$ cat src/rtl/ppcr_pkg.sv
package ppcr_pkg;

    localparam int NRM_BITS   = 30;
    localparam int RATIO_BITS = 16;

    localparam int S_TDATA_W = 288;
    localparam int M_TDATA_W = 256;

    localparam int CFG_W     = 17;
    localparam int CFG_IDX_W = 2;

    // square root: one result bit per stage, radicand two bits per stage
    localparam int SQ_STAGES = 32;
    localparam int RAD_W     = 2 * SQ_STAGES;
    localparam int REM_W     = SQ_STAGES + 2;

    // divider: quotient of a * 2^30 / d with a <= d, one bit per stage
    localparam int DIV_STAGES = NRM_BITS + 1;

    localparam logic [16:0] RATIO_ONE = 17'h1_0000;
    localparam logic [30:0] NRM_ONE   = 31'h4000_0000;

    localparam logic [CFG_W-1:0] SLOP_RST       = 17'd655;
    localparam logic [CFG_W-1:0] CORR_FRAC_RST  = 17'd52429;
    localparam logic [CFG_W-1:0] PEN_CLAMP_RST  = 17'd32768;
    localparam logic [CFG_W-1:0] CORR_CLAMP_RST = 17'd13107;

    typedef enum logic [CFG_IDX_W-1:0] {
        REG_SLOP,
        REG_CORR_FRAC,
        REG_PEN_CLAMP,
        REG_CORR_CLAMP
    } cfg_reg_t;

    typedef struct packed {
        logic [CFG_W-1:0] slop;
        logic [CFG_W-1:0] corr_frac;
        logic [CFG_W-1:0] pen_ratio;
        logic [CFG_W-1:0] corr_ratio;
    } cfg_t;

    typedef struct packed {
        logic               vld;
        logic               dx_neg;
        logic               dy_neg;
        logic [31:0]        adx;
        logic [31:0]        ady;
        logic signed [31:0] vx;
        logic signed [31:0] vy;
        logic [31:0]        rsum;
        logic [30:0]        ima;
        logic [30:0]        imb;
        logic [31:0]        isum;
        logic [16:0]        e;
        logic               imp_on;
    } side1_t;

    typedef struct packed {
        logic               vld;
        logic               dx_neg;
        logic               dy_neg;
        logic signed [31:0] vx;
        logic signed [31:0] vy;
        logic [31:0]        rsum;
        logic [31:0]        distance;
        logic               isum_zero;
        logic [16:0]        e;
        logic               imp_on;
    } side2_t;

    typedef struct packed {
        logic               vld;
        logic               contact;
        logic signed [31:0] dvel_a_x;
        logic signed [31:0] dvel_a_y;
        logic signed [31:0] dvel_b_x;
        logic signed [31:0] dvel_b_y;
        logic signed [31:0] dpos_a_x;
        logic signed [31:0] dpos_a_y;
        logic signed [31:0] dpos_b_x;
        logic signed [31:0] dpos_b_y;
    } result_t;

endpackage

$ cat src/rtl/ppcr_div.sv
module ppcr_div (
    input  logic                            aclk,
    input  logic                            en,
    input  logic [31:0]                     num,
    input  logic [31:0]                     den,
    output logic [ppcr_pkg::DIV_STAGES-1:0] quo
);
    import ppcr_pkg::*;

    logic [31:0]           rem_reg [DIV_STAGES-1];
    logic [31:0]           den_reg [DIV_STAGES-1];
    logic [DIV_STAGES-1:0] q_reg   [DIV_STAGES];

    for (genvar j = 0; j < DIV_STAGES; j++) begin : g_stage
        logic [32:0]           rem_prev;
        logic [31:0]           den_prev;
        logic [DIV_STAGES-1:0] q_prev;
        logic                  ge;

        if (j == 0) begin : g_first
            // num <= den, so the top quotient bit is the only one above the point
            assign rem_prev = {1'b0, num};
            assign den_prev = den;
            assign q_prev   = '0;
        end else begin : g_next
            assign rem_prev = {rem_reg[j-1], 1'b0};
            assign den_prev = den_reg[j-1];
            assign q_prev   = q_reg[j-1];
        end

        assign ge = (rem_prev >= {1'b0, den_prev});

        always_ff @(posedge aclk) begin
            if (en) begin
                q_reg[j] <= {q_prev[DIV_STAGES-2:0], ge};
            end
        end

        if (j < DIV_STAGES - 1) begin : g_carry
            logic [32:0] rem_next;
            assign rem_next = ge ? (rem_prev - {1'b0, den_prev}) : rem_prev;
            always_ff @(posedge aclk) begin
                if (en) begin
                    rem_reg[j] <= rem_next[31:0];
                    den_reg[j] <= den_prev;
                end
            end
        end
    end

    assign quo = q_reg[DIV_STAGES-1];

endmodule

$ cat config.mk
export PLATFORM = sky130hd
export DESIGN_NAME = ppcr_div
export DESIGN_NICKNAME = d
export VERILOG_FILES = /design/src/rtl/ppcr_pkg.sv /design/src/rtl/ppcr_div.sv
export SDC_FILE = /design/constraint.sdc
export NUM_CORES = 2
export LEC_CHECK = 0
export BUFFER_PORTS_ARGS = -buffer_cell sky130_fd_sc_hd__buf_4
export CAP_MARGIN = 20
export CELL_PAD_IN_SITES_DETAIL_PLACEMENT = 1
export CELL_PAD_IN_SITES_GLOBAL_PLACEMENT = 1
export CORE_ASPECT_RATIO = 0.8
export CORE_MARGIN = 4
export CORE_UTILIZATION = 35
export DETAILED_ROUTE_END_ITERATION = 8
export HOLD_SLACK_MARGIN = 0.06
export PLACE_DENSITY_LB_ADDON = 0.1
export SKIP_CTS_REPAIR_TIMING = 1
export SYNTH_ARGS = -nofsm -noshare
export SYNTH_HDL_FRONTEND = slang
export SYNTH_SLANG_ARGS = --single-unit
export TNS_END_PERCENT = 1
$ cat constraint.sdc
create_clock -name aclk -period 6.5 [get_ports aclk]
set_clock_uncertainty 0.2 [all_clocks]
set_input_delay 1.3 -clock aclk [delete_from_list [all_inputs] [get_ports aclk]]
set_output_delay 1.3 -clock aclk [all_outputs]
set_load 0.05 [all_outputs]
-- After elaboration in Yosys (flattened, before gate mapping)
Memory sizes are Yosys's and may differ from the RTL's.
Cells that the tools add are included.
- memories: 3
- bits in registers: 0
- input bits: 66
- RAM bits: 2881
- word-level logic and storage cells: 96
- output and inout bits: 31
- memories (memory ; words ; width ; rd ports ; clocked after Yosys merged registers in ; write ports ; RTL line ; source):
    q_reg ; 31 ; 31 ; 31 ; 0 ; 31 ; ppcr_div.sv:12 ; logic [DIV_STAGES-1:0] q_reg [DIV_STAGES];
    den_reg ; 30 ; 32 ; 30 ; 0 ; 30 ; ppcr_div.sv:11 ; logic [31:0] den_reg [DIV_STAGES-1];
    rem_reg ; 30 ; 32 ; 30 ; 0 ; 30 ; ppcr_div.sv:10 ; logic [31:0] rem_reg [DIV_STAGES-1];
- magnitude comparators: 31
- add/sub/neg operators: 30
- multiplexer cells: 32
- operators by type and width (operator ; count):
    33-bit by 32-bit >= comparator with 1-bit output ; 30
    32-bit two-way mux ; 30
    32-bit subtractor ; 30
    32-bit >= comparator ; 1
    1-bit two-way mux ; 2

-- Longest topological paths before layout
An unclocked memory read counts as a cell.
- word-level depth: 3
- mapped depth: 16
- depth with buffers taken out: 14

-- Worst setup path before layout
No wires, ideal clock.
- path type: input-to-reg
- start: in num[0]
- end: mem rem_reg[0][31], data pin
- arrival: 4.013 ns
- buffers on the path: 2
- cell stages on the path: 15
- library setup time: 0.263 ns
- path slack: 2.025 ns
- required time: 6.037 ns
- cells stage by stage: inv_1 -> ha_1 -> fa_1 -> nor2b_1 -> o21ai_0 -> a21boi_0 -> o21ai_0 -> a211oi_1 -> nor3_1 -> o311a_1 -> or2_1 -> clkbuf_1 -> buf_2 -> nor4_1 -> nor3_1
- RTL lines (what ; RTL line ; source):
    start, declared ; ppcr_div.sv:4 ; input logic [31:0] num,
    end, declared ; ppcr_div.sv:10 ;

==> flow_metrics.tcl <==
set metrics [dict create \
    synth-seq-cells 2416 \
    start_util_pct 35.2 \
    place_congestion 0.858 \
    cp_cell_sequence "ha_1, nor2b_1, o31a_1, o21ai_1, a21boi_1, a311oi_1, o21ai_1, a211oi_2, o41a_1, inv_2, buf_4, mux2_1" \
    worst-endpoint-required_ns 6.99 \
    holdWs_ns 0.209 \
    synth.net_count 13315 \
    drcViolationCount 0 \
    grt_max_degree 166 \
    synthToLayoutAreaGrowth_pct 11.7 \
    route.vias.total 94032 \
    final_cell_mix "2,416 x edfxtp_1, 1,241 x inv_1, 997 x a21oi_1" \
    ant_nets 0 \
    row_count 205 \
    clock-root-buffer "clkbuf_16" \
    final_common_cell "edfxtp_1" \
    startpoint "rem_reg[1][384]" \
    p_per_area_nw_per_um2 521 \
    cts_tree "yes" \
    num-nets-final 13459 \
    place_ws_ns 1.14 \
    tns_ns 0 \
    netlist_area_sq_um 137000 \
    die_width_um 708 \
    synth_area_per_cell_sq_um 11.2 \
    async_flop_share_pct 0 \
    holdPathStages 0 \
    cts-buffers-inserted 286 \
    fin_crit_ns 5.08 \
    crit_path_start_kind "flop" \
    die_area_sq_um 402000 \
    wl_met3_um 16500 \
    vdd_ir_drop_max_mv 0.248 \
    reg2reg_depth 12 \
    ys_top_cells_by_area "edfxtp_1 53%, ha_1 9.0%, a21oi_1 3.6%" \
    setup_viol 0 \
    synth_warnings 0 \
    report.final.slew_viol_count 0 \
    r2r_slack_ns 1.42 \
    slew_headroom_pct 23.9 \
    yosysUniqueCellTypes 104 \
    final.setup.worst_slack_ns 1.42 \
    m1WireLength_um 202000 \
    synth_top_cell_by_area "edfxtp_1" \
    die_h_um 568 \
    cts_sinks 2416 \
    antenna_found_initial 18 \
    clock_latency_ns 0.94 \
    worstMarginPinSlew_ns 1.13 \
    grt-ovfl-total 0 \
    fin_cells 17773 \
    grt_first_pass_wirelength_um 591000 \
    min-delay-start "q_reg[1][233]" \
    io_buffer_count 96 \
    fmax_mhz 197 \
    hold_path_end "q_reg[1][265]" \
    highest_layer "met4" \
    r2r_end "rem_reg[1][446]" \
    io_pins 97 \
    cap_viol_max_count 0 \
    p_leak_nw 62.4 \
    slowest_stage "a311oi_1" \
    report.final.hold_viol_count 0 \
    viasPerCell 5.29 \
    grt_use_total_pct 18.6 \
    syn_inst 12228 \
    fillCellCount 42052 \
    grt_pass1_vias 95342 \
    synth_edf_count 2416 \
    final.period_utilization_pct 78.2 \
    crit_arrival_ns 5.57 \
    clk_pin_slew_ns 0.06 \
    cts_buffer_depth 4 \
    synthFlopType "edfxtp_1" \
    crit_top_cell "o21ai_1" \
    status "complete, no violations" \
    routed_wl_um 385000 \
    holdCritPathClass "reg -> reg" \
    max_stage_delay_ns 0.58 \
    core_area_sq_um 390000 \
    synth_top_area_share_pct 52.9 \
    htreeDepth 5 \
    drt_iter0_drc 6888 \
    wl_met2_um 159000 \
    drive_gt1_share_pct 7.70 \
    dr.pass1.iters 5 \
    seq_area_frac_synth_pct 52.9 \
    end_kind "flop" \
    crit_type "reg -> reg" \
    wl_per_cell_um 21.6 \
    crit_fanout 42 \
    r2r-start "rem_reg[1][384]" \
    placed_cells 17257 \
    hpwl_um 294000 \
    rsz0062_at_grt "false" \
]
[cell type report]
class                      count  area, sq um  share of cell area [%]
antenna                        2         5.00                 0.00326
clock buffer                 353         7510                    4.90
clock inverter               159         1730                    1.13
inverter                    1249         4690                    3.06
multi-input combinational   8239        58800                    38.3
sequential                  2416        72500                    47.3
tap                         5175         6470                    4.22
timing repair buffer         180         1590                    1.04
[critical path, delay by kind of cell (launching register included)]
family	cells	cell delay [ns]
AO/OA/AOI/OAI	7	2.59
adder cells (fa/ha/maj)	1	0.33
buffers and inverters	2	0.79
flip-flops	1	0.41
multiplexers	1	0.32
AND/OR/NAND/NOR	1	0.15
[Yosys cell counts, drive strengths merged, types with 23 or more instances]
master,n
edfxtp,2416
inv,1249
a21oi,1002
ha,991
nand2,801
o21ai,734
nor2,694
a21o,599
xnor2,465
mux2,392
xor2,310
clkbuf,238
nand3,202
nand4,160
nor2b,151
o21a,149
nand2b,148
nor3,145
o21bai,129
and3,109
a31oi,104
a211oi,89
buf,86
o31ai,73
and2,60
a21boi,53
nor4,49
or3,46
o211ai,45
or2,44
fa,30
o31a,28
o2111ai,26
o41ai,26
a2111oi,25
a211o,25
and4,24
a221oi,23
a311oi,23
[report_power, final]
part	switching, mW	internal [mW]	leakage (nW)
clock network	6.77	9.36	4.48
registers	2.79	23.3	23.6
logic	22.1	15.6	34.3
[layer usage]
metal,GRT usage [%],vias to the layer above
met5,0,-
met4,3.42,0
met3,2.53,380
met2,27.2,1477
met1,29.3,46975
li1,-,45200
[worst max path at each step]
| stage | end | slack, ns | depth (start not counted) |
|---|---|---|---|
| floorplan | rem_reg[0][31] | 2.02 | 15 |
| global placement | rem_reg[0][21] | 1.05 | 16 |
| detailed placement | rem_reg[0][22] | 1.14 | 15 |
| CTS | rem_reg[1][444] | 1.48 | 12 |
| global route | rem_reg[1][444] | 1.19 | 12 |
| finish | rem_reg[1][446] | 1.42 | 12 |
[through the flow]
step,utilization (%),instance area [sq um],power [mW]
global route,39.3,153000,85.9
finish,39.3,153000,80.0
detailed placement,36.9,144000,63.8
floorplan,-,137000,52.7
global placement,36.9,144000,63.0
CTS,39.3,153000,80.7
[kinds of logic (layout without fill, tap and decap cells)]
logic type / Yosys count / after routing / share of synthesized area (%)
AOI/OAI and AO/OA: 3330 / 3330 / 15.5
and+or+nand+nor: 2699 / 2699 / 9.40
DFF: 2416 / 2416 / 52.9
buffers and inverters: 1573 / 1941 / 4.41
adders and majority gates: 1021 / 1021 / 9.47
xor gates and xnor gates: 775 / 775 / 4.94
muxes: 414 / 414 / 3.45
other: 0 / 2 / 0
(Power assumes the default switching activity.)
