$ cat src/rtl/ppcr_pkg.sv
package ppcr_pkg;

    localparam int NRM_BITS   = 30;
    localparam int RATIO_BITS = 16;

    localparam int S_TDATA_W = 288;
    localparam int M_TDATA_W = 256;

    localparam int CFG_W     = 17;
    localparam int CFG_IDX_W = 2;

    // square root: one result bit per stage, radicand two bits per stage
    localparam int SQ_STAGES = 32;
    localparam int RAD_W     = 2 * SQ_STAGES;
    localparam int REM_W     = SQ_STAGES + 2;

    // divider: quotient of a * 2^30 / d with a <= d, one bit per stage
    localparam int DIV_STAGES = NRM_BITS + 1;

    localparam logic [16:0] RATIO_ONE = 17'h1_0000;
    localparam logic [30:0] NRM_ONE   = 31'h4000_0000;

    localparam logic [CFG_W-1:0] SLOP_RST       = 17'd655;
    localparam logic [CFG_W-1:0] CORR_FRAC_RST  = 17'd52429;
    localparam logic [CFG_W-1:0] PEN_CLAMP_RST  = 17'd32768;
    localparam logic [CFG_W-1:0] CORR_CLAMP_RST = 17'd13107;

    typedef enum logic [CFG_IDX_W-1:0] {
        REG_SLOP,
        REG_CORR_FRAC,
        REG_PEN_CLAMP,
        REG_CORR_CLAMP
    } cfg_reg_t;

    typedef struct packed {
        logic [CFG_W-1:0] slop;
        logic [CFG_W-1:0] corr_frac;
        logic [CFG_W-1:0] pen_ratio;
        logic [CFG_W-1:0] corr_ratio;
    } cfg_t;

    typedef struct packed {
        logic               vld;
        logic               dx_neg;
        logic               dy_neg;
        logic [31:0]        adx;
        logic [31:0]        ady;
        logic signed [31:0] vx;
        logic signed [31:0] vy;
        logic [31:0]        rsum;
        logic [30:0]        ima;
        logic [30:0]        imb;
        logic [31:0]        isum;
        logic [16:0]        e;
        logic               imp_on;
    } side1_t;

    typedef struct packed {
        logic               vld;
        logic               dx_neg;
        logic               dy_neg;
        logic signed [31:0] vx;
        logic signed [31:0] vy;
        logic [31:0]        rsum;
        logic [31:0]        distance;
        logic               isum_zero;
        logic [16:0]        e;
        logic               imp_on;
    } side2_t;

    typedef struct packed {
        logic               vld;
        logic               contact;
        logic signed [31:0] dvel_a_x;
        logic signed [31:0] dvel_a_y;
        logic signed [31:0] dvel_b_x;
        logic signed [31:0] dvel_b_y;
        logic signed [31:0] dpos_a_x;
        logic signed [31:0] dpos_a_y;
        logic signed [31:0] dpos_b_x;
        logic signed [31:0] dpos_b_y;
    } result_t;

endpackage

$ cat src/rtl/ppcr_sqrt.sv
module ppcr_sqrt (
    input  logic                          aclk,
    input  logic                          en,
    input  logic [ppcr_pkg::RAD_W-1:0]    radicand,
    output logic [ppcr_pkg::SQ_STAGES-1:0] root
);
    import ppcr_pkg::*;

    logic [REM_W-1:0]     rem_reg  [SQ_STAGES-1];
    logic [SQ_STAGES-1:0] root_reg [SQ_STAGES];
    logic [RAD_W-1:0]     rad_reg  [SQ_STAGES-1];

    for (genvar k = 0; k < SQ_STAGES; k++) begin : g_stage
        logic [REM_W-1:0]     rem_prev;
        logic [SQ_STAGES-1:0] root_prev;
        logic [RAD_W-1:0]     rad_prev;
        logic [REM_W+1:0]     rem_sh;
        logic [REM_W+1:0]     trial;
        logic                 ge;
        logic [SQ_STAGES-1:0] root_next;

        if (k == 0) begin : g_first
            assign rem_prev  = '0;
            assign root_prev = '0;
            assign rad_prev  = radicand;
        end else begin : g_next
            assign rem_prev  = rem_reg[k-1];
            assign root_prev = root_reg[k-1];
            assign rad_prev  = rad_reg[k-1];
        end

        // bring down the next two radicand bits, try (2*root)*2 + 1
        assign rem_sh    = {rem_prev, rad_prev[RAD_W-1-2*k -: 2]};
        assign trial     = {2'b00, root_prev, 2'b01};
        assign ge        = (rem_sh >= trial);
        assign root_next = {root_prev[SQ_STAGES-2:0], ge};

        always_ff @(posedge aclk) begin
            if (en) begin
                root_reg[k] <= root_next;
            end
        end

        if (k < SQ_STAGES - 1) begin : g_carry
            logic [REM_W+1:0] rem_diff;
            assign rem_diff = ge ? (rem_sh - trial) : rem_sh;
            always_ff @(posedge aclk) begin
                if (en) begin
                    rem_reg[k] <= rem_diff[REM_W-1:0];
                    rad_reg[k] <= rad_prev;
                end
            end
        end
    end

    assign root = root_reg[SQ_STAGES-1];

endmodule

$ cat config.mk
export PLATFORM = sky130hd
export DESIGN_NAME = ppcr_sqrt
export DESIGN_NICKNAME = d
export VERILOG_FILES = /design/src/rtl/ppcr_pkg.sv /design/src/rtl/ppcr_sqrt.sv
export SDC_FILE = /design/constraint.sdc
export NUM_CORES = 2
export LEC_CHECK = 0
export BUFFER_PORTS_ARGS = -buffer_cell sky130_fd_sc_hd__buf_2
export CAP_MARGIN = 20
export CORE_AREA = 2 2 457 459
export DETAILED_ROUTE_END_ITERATION = 6
export DIE_AREA = 0 0 459 461
export GPL_ROUTABILITY_DRIVEN = 0
export GPL_TIMING_DRIVEN = 0
export PLACE_DENSITY = 0.77
export SLEW_MARGIN = 20
export SYNTH_ARGS = -nofsm -noshare
export SYNTH_HDL_FRONTEND = slang
export SYNTH_SLANG_ARGS = --single-unit
export TNS_END_PERCENT = 50
$ cat constraint.sdc
create_clock -name aclk -period 3.55 [get_ports aclk]
set_input_delay 0.71 -clock aclk [delete_from_list [all_inputs] [get_ports aclk]]
set_output_delay 0.71 -clock aclk [all_outputs]
set_load 0.005 [all_outputs]
### Word-level counts from Yosys, hierarchy flattened

Memory sizes are Yosys's and may differ from the RTL's.
Cells that the tools add are included.

* word-level logic and storage cells: 99
* output and inout port bits: 32
* flip-flop bits (word level): 0
* memories kept: 3
* RAM bits: 4062
* input bits: 66

* magnitude comparators: 32
* $add $sub $neg: 31
* multiplexer cells: 33

Memory list
* rad_reg: words 31, width 64, read ports 31, clocked after memory_dff 0, wr ports 31, line ppcr_sqrt.sv:11 `logic [RAD_W-1:0] rad_reg [SQ_STAGES-1];`
* rem_reg: words 31, width 34, read ports 31, clocked after memory_dff 0, wr ports 31, line ppcr_sqrt.sv:9 `logic [REM_W-1:0] rem_reg [SQ_STAGES-1];`
* root_reg: words 32, width 32, read ports 32, clocked after memory_dff 0, wr ports 32, line ppcr_sqrt.sv:10 `logic [SQ_STAGES-1:0] root_reg [SQ_STAGES];`

Operator list (number)
* 36-bit by 34-bit >= comparator with 1-bit output: 31
* 34-bit 2-to-1 mux: 31
* 34-bit subtractor: 30
* 2-bit by 1-bit subtractor with 3-bit output (second input constant): 1
* 2-bit by 1-bit >= comparator with 1-bit output (second input constant): 1
* 1-bit 2-to-1 mux: 2

### Logic depth before layout (Yosys ltp)

An unclocked memory read counts as a cell.

* word-level depth: 3
* mapped depth: 13
* gate-level depth less buffers: 12

### Least setup slack after synthesis

OpenSTA, ideal clock, no wires.

* path type: register to register
* start: memory rem_reg[4][46] (netlist name)
* end: memory rem_reg[5][10] (netlist name), data pin
* clock period less this slack: 3549 ps
* buffers on the path: 4
* cell stages (with the launch flop): 12
* data required time: 3290 ps
* arrival time: 3288 ps
* library setup time: 260 ps
* path slack: 1 ps
* cell sequence: edfxtp_1 or4_4 or4_1 buf_2 nand2b_1 buf_2 or3_1 nand3b_1 or4_1 buf_2 buf_6 mux2_4

RTL lines (line)
* start, declared: ppcr_sqrt.sv:9

==> metrics.csv <==
metric,value,unit
aggregate routed wire length,242000,microns
Fmax,279,MHz
fraction of the cycle the final worst path needs,101,%
#FFs+latches synth,2523,
synthesized instance count,9073,
area inside the core boundary,0.206,sq mm
most repeated cell in the gate-level netlist after synthesis,edfxtp_1,
worst setup path category,flip-flop to flip-flop,
Max-Slew Margin vs Limit,43.0,%
initial core utilization,56.9,%
clock transition time at the flip-flop clock pins of the worst setup and hold paths,0.06,ns
"most used cell, CP",or3_4,
Yosys Warn Count,0,
global-route wire length before repair,379000,microns
Die H,461,microns
total of endpoints with negative setup slack in the final report,7,
fraction of final layout cells sized beyond drive strength 1,9.75,%
worst path cell trace,or3_4 > or4_1 > or2_2 > or3_4 > nand3b_1 > or4_4 > buf_8 > buf_4 > nor2_1 > a21oi_1,
drt wl/cell,19.4,microns
worst-case setup slack after placement,-1.12,ns
list of most frequent post-synthesis cells,"2523 x edfxtp_1, 685 x inv_1, 641 x a21oi_1",
total placed instance area,0.122,sq mm
area of the mapped netlist,0.117,sq mm
iteration-0 DRC count of the detailed router,7253,
setup slack after layout,-0.0296,ns
post-synth top area share,64.5,%
standby leakage power,50.9,nW
count of pins over their slew limit,0,
max-capacitance violation count,0,
Min-Delay Path Class,primary input to flip-flop,
most common flop cell mapped by yosys,edfxtp_1,
net count of the mapped netlist,9701,
Tightest Pin Transition,0.849,ns
"number of placed instances, taps included",11900,
DP HPWL,166000,microns
count of flip-flops with a built-in enable after synthesis,2523,
Detailed Routing Iterations Pass 1,7,
Final Hold Fails,0,
part of the Yosys area used for sequential elements,64.5,%
net count reported at finish,10200,
crit path DAT,4.24,ns
total via count in the routed design,73800,
Synth area leader,edfxtp_1,
I/O Buffers,97,
Sequential cell area,0.0758,sq mm
cell area power density,648,mW/mm^2
fin area,0.133,sq mm
Largest register FFs,1003,
run status,"finished, violations left",
GRT Resource Usage Total,22.3,%
type of destination of the critical path,flip-flop,
row count,167,
Max Root-Sink Buffers,4,
async set-reset flop share out of synthesis,0,%
H-Tree Depth,5,
multi-input combinational cell area,0.0397,sq mm
maximum cell stage delay along the critical path,0.60,ns
TritonCTS clock tree,built,
number of I/O pins,98,
launching element type of the critical path,flip-flop,
data required time of the worst path,4.21,ns
maximum number of pins on one net before global-route repair,153,
total number of clock tree sinks,2523,
RSZ-0062 raised after global routing,yes,
remaining design rule violation count,1,
minimum period implied by the final worst setup slack,3.58,ns
clock skew after layout,0.0616,ns
width of the chip,459,microns
fraction of the core area covered by cells at the end of the flow,64.4,%
per-cell via count in the routed design,5.91,
number of distinct library cells after synthesis,90,
library cell contributing the largest single delay on the critical path,or4_4,
Final Power,86.3,mW
number of CTS-inserted buffers,280,
top cells by area in the synthesized netlist,"edfxtp_1 65%, ha_1 6.0%, xnor2_1 3.2%",
"non-filler cells, final",12500,
Filler Cell Count,14600,
average cell area after synthesis,12.9,sq um
violations in the final reports,"DRC, setup timing",
maximum fanout count along the critical path,5,
number of global-route vias before repair,72100,
worst supply voltage drop on vdd,0.000449,V
Die Area,0.212,sq mm
clock latency of the later-clocked register in the worst-skew pair,0.93,ns
root buffer selected by CTS,clkbuf_16,
initial antenna violation count,3,
final antenna-violating net count,0,
area growth from synthesis to final layout,13.3,%
total gr overflow,0,
==> worst max-delay path: cells and delay by family (launching register included) <==
family | cells | cell delay (ns)
buffers and inverters | 2 | 0.30
AOI/OAI and AO/OA | 1 | 0.07
DFF | 1 | 0.45
and+or+nand+nor | 7 | 2.53
==> metrics by stage <==
stage	hold WS, ns	setup TNS, ns
2_1_floorplan	0.400	0
3_3_place_gp	0.400	-
3_5_place_dp	0.405	-415.86
4_1_cts	0.0000824	-0.815
5_1_grt	0.0333	-2.21
6_report	0.0732	-0.0839
==> layout make-up <==
cell class,count,area share [%]
clock buffers,341,5.54
clock inverters,129,0.961
flip-flops and latches,2523,57.0
inverters,689,1.95
diodes,2,0.00376
multi-input cells,5690,29.8
well taps,2704,2.54
repair buffers,248,1.68
plain buffers,155,0.547
==> worst paths after layout <==
kind / from / endpoint / slack, ns / depth (start not counted)
worst min register to register: rad_reg[0][609]$_DFFE_PP_ / rad_reg[0][673]$_DFFE_PP_ / 0.39 / 0
worst max register to register: rem_reg[4][58]$_DFFE_PP_ / rem_reg[5][4]$_DFFE_PP_ / -0.03 / 10
worst max-delay path: rem_reg[4][58]$_DFFE_PP_ / rem_reg[5][4]$_DFFE_PP_ / -0.03 / 10
worst min-delay path: radicand[63] / root_reg[0][0]$_DFFE_PP_ / 0.07 / 2
==> routing by layer <==
layer | wire length (microns) | vias up | track usage [%]
met3 | 14900 | 737 | 3.70
met1 | 95800 | 35500 | 27.8
met5 | 9 | - | 0
met2 | 120000 | 2869 | 38.0
li1 | - | 34700 | -
met4 | 11300 | 2 | 10.5
==> layout by cell type (no fill, tap or decap), types with 150 or more instances in the layout <==
cell       netlist  layout
xnor2_1        432     430
a21o_1         219     219
nor2_1         590     584
nor3_1         232     217
o21ai_0        441     428
edfxtp_1      2523    2523
xor2_1         423     422
clkbuf_1       155     150
inv_1          685     683
nand2_1        580     580
ha_1           562     555
a21oi_1        641     622
clkbuf_16        0     288
==> logic make-up (layout without fill, tap and decap cells) <==
group / count (synthesis) / count (layout) / synth area share (%)
buffers and inverters: 860 / 1562 / 2.77
DFF: 2523 / 2523 / 64.5
adders and majority gates: 562 / 562 / 5.99
xor gates and xnor gates: 855 / 855 / 6.38
AOI/OAI and AO/OA: 1850 / 1850 / 9.72
other: 1 / 3 / 0.00319
muxes: 88 / 88 / 0.843
and+or+nand+nor: 2334 / 2334 / 9.80
==> report_power, final <==
group / switching (mW) / internal (mW)
clock network: 11.1 / 16.5
logic: 10.8 / 7.65
registers: 2.45 / 37.7
==> what timing repair did <==
item,in CTS,in global routing
pin swaps,20,42
resized for setup,171,185
cloned,1,2
hold buffers,61,0
endpoints found under the hold margin,61,0
setup endpoints to repair,628,698
setup buffers,35,33
Power figures use the tool's default switching activity.
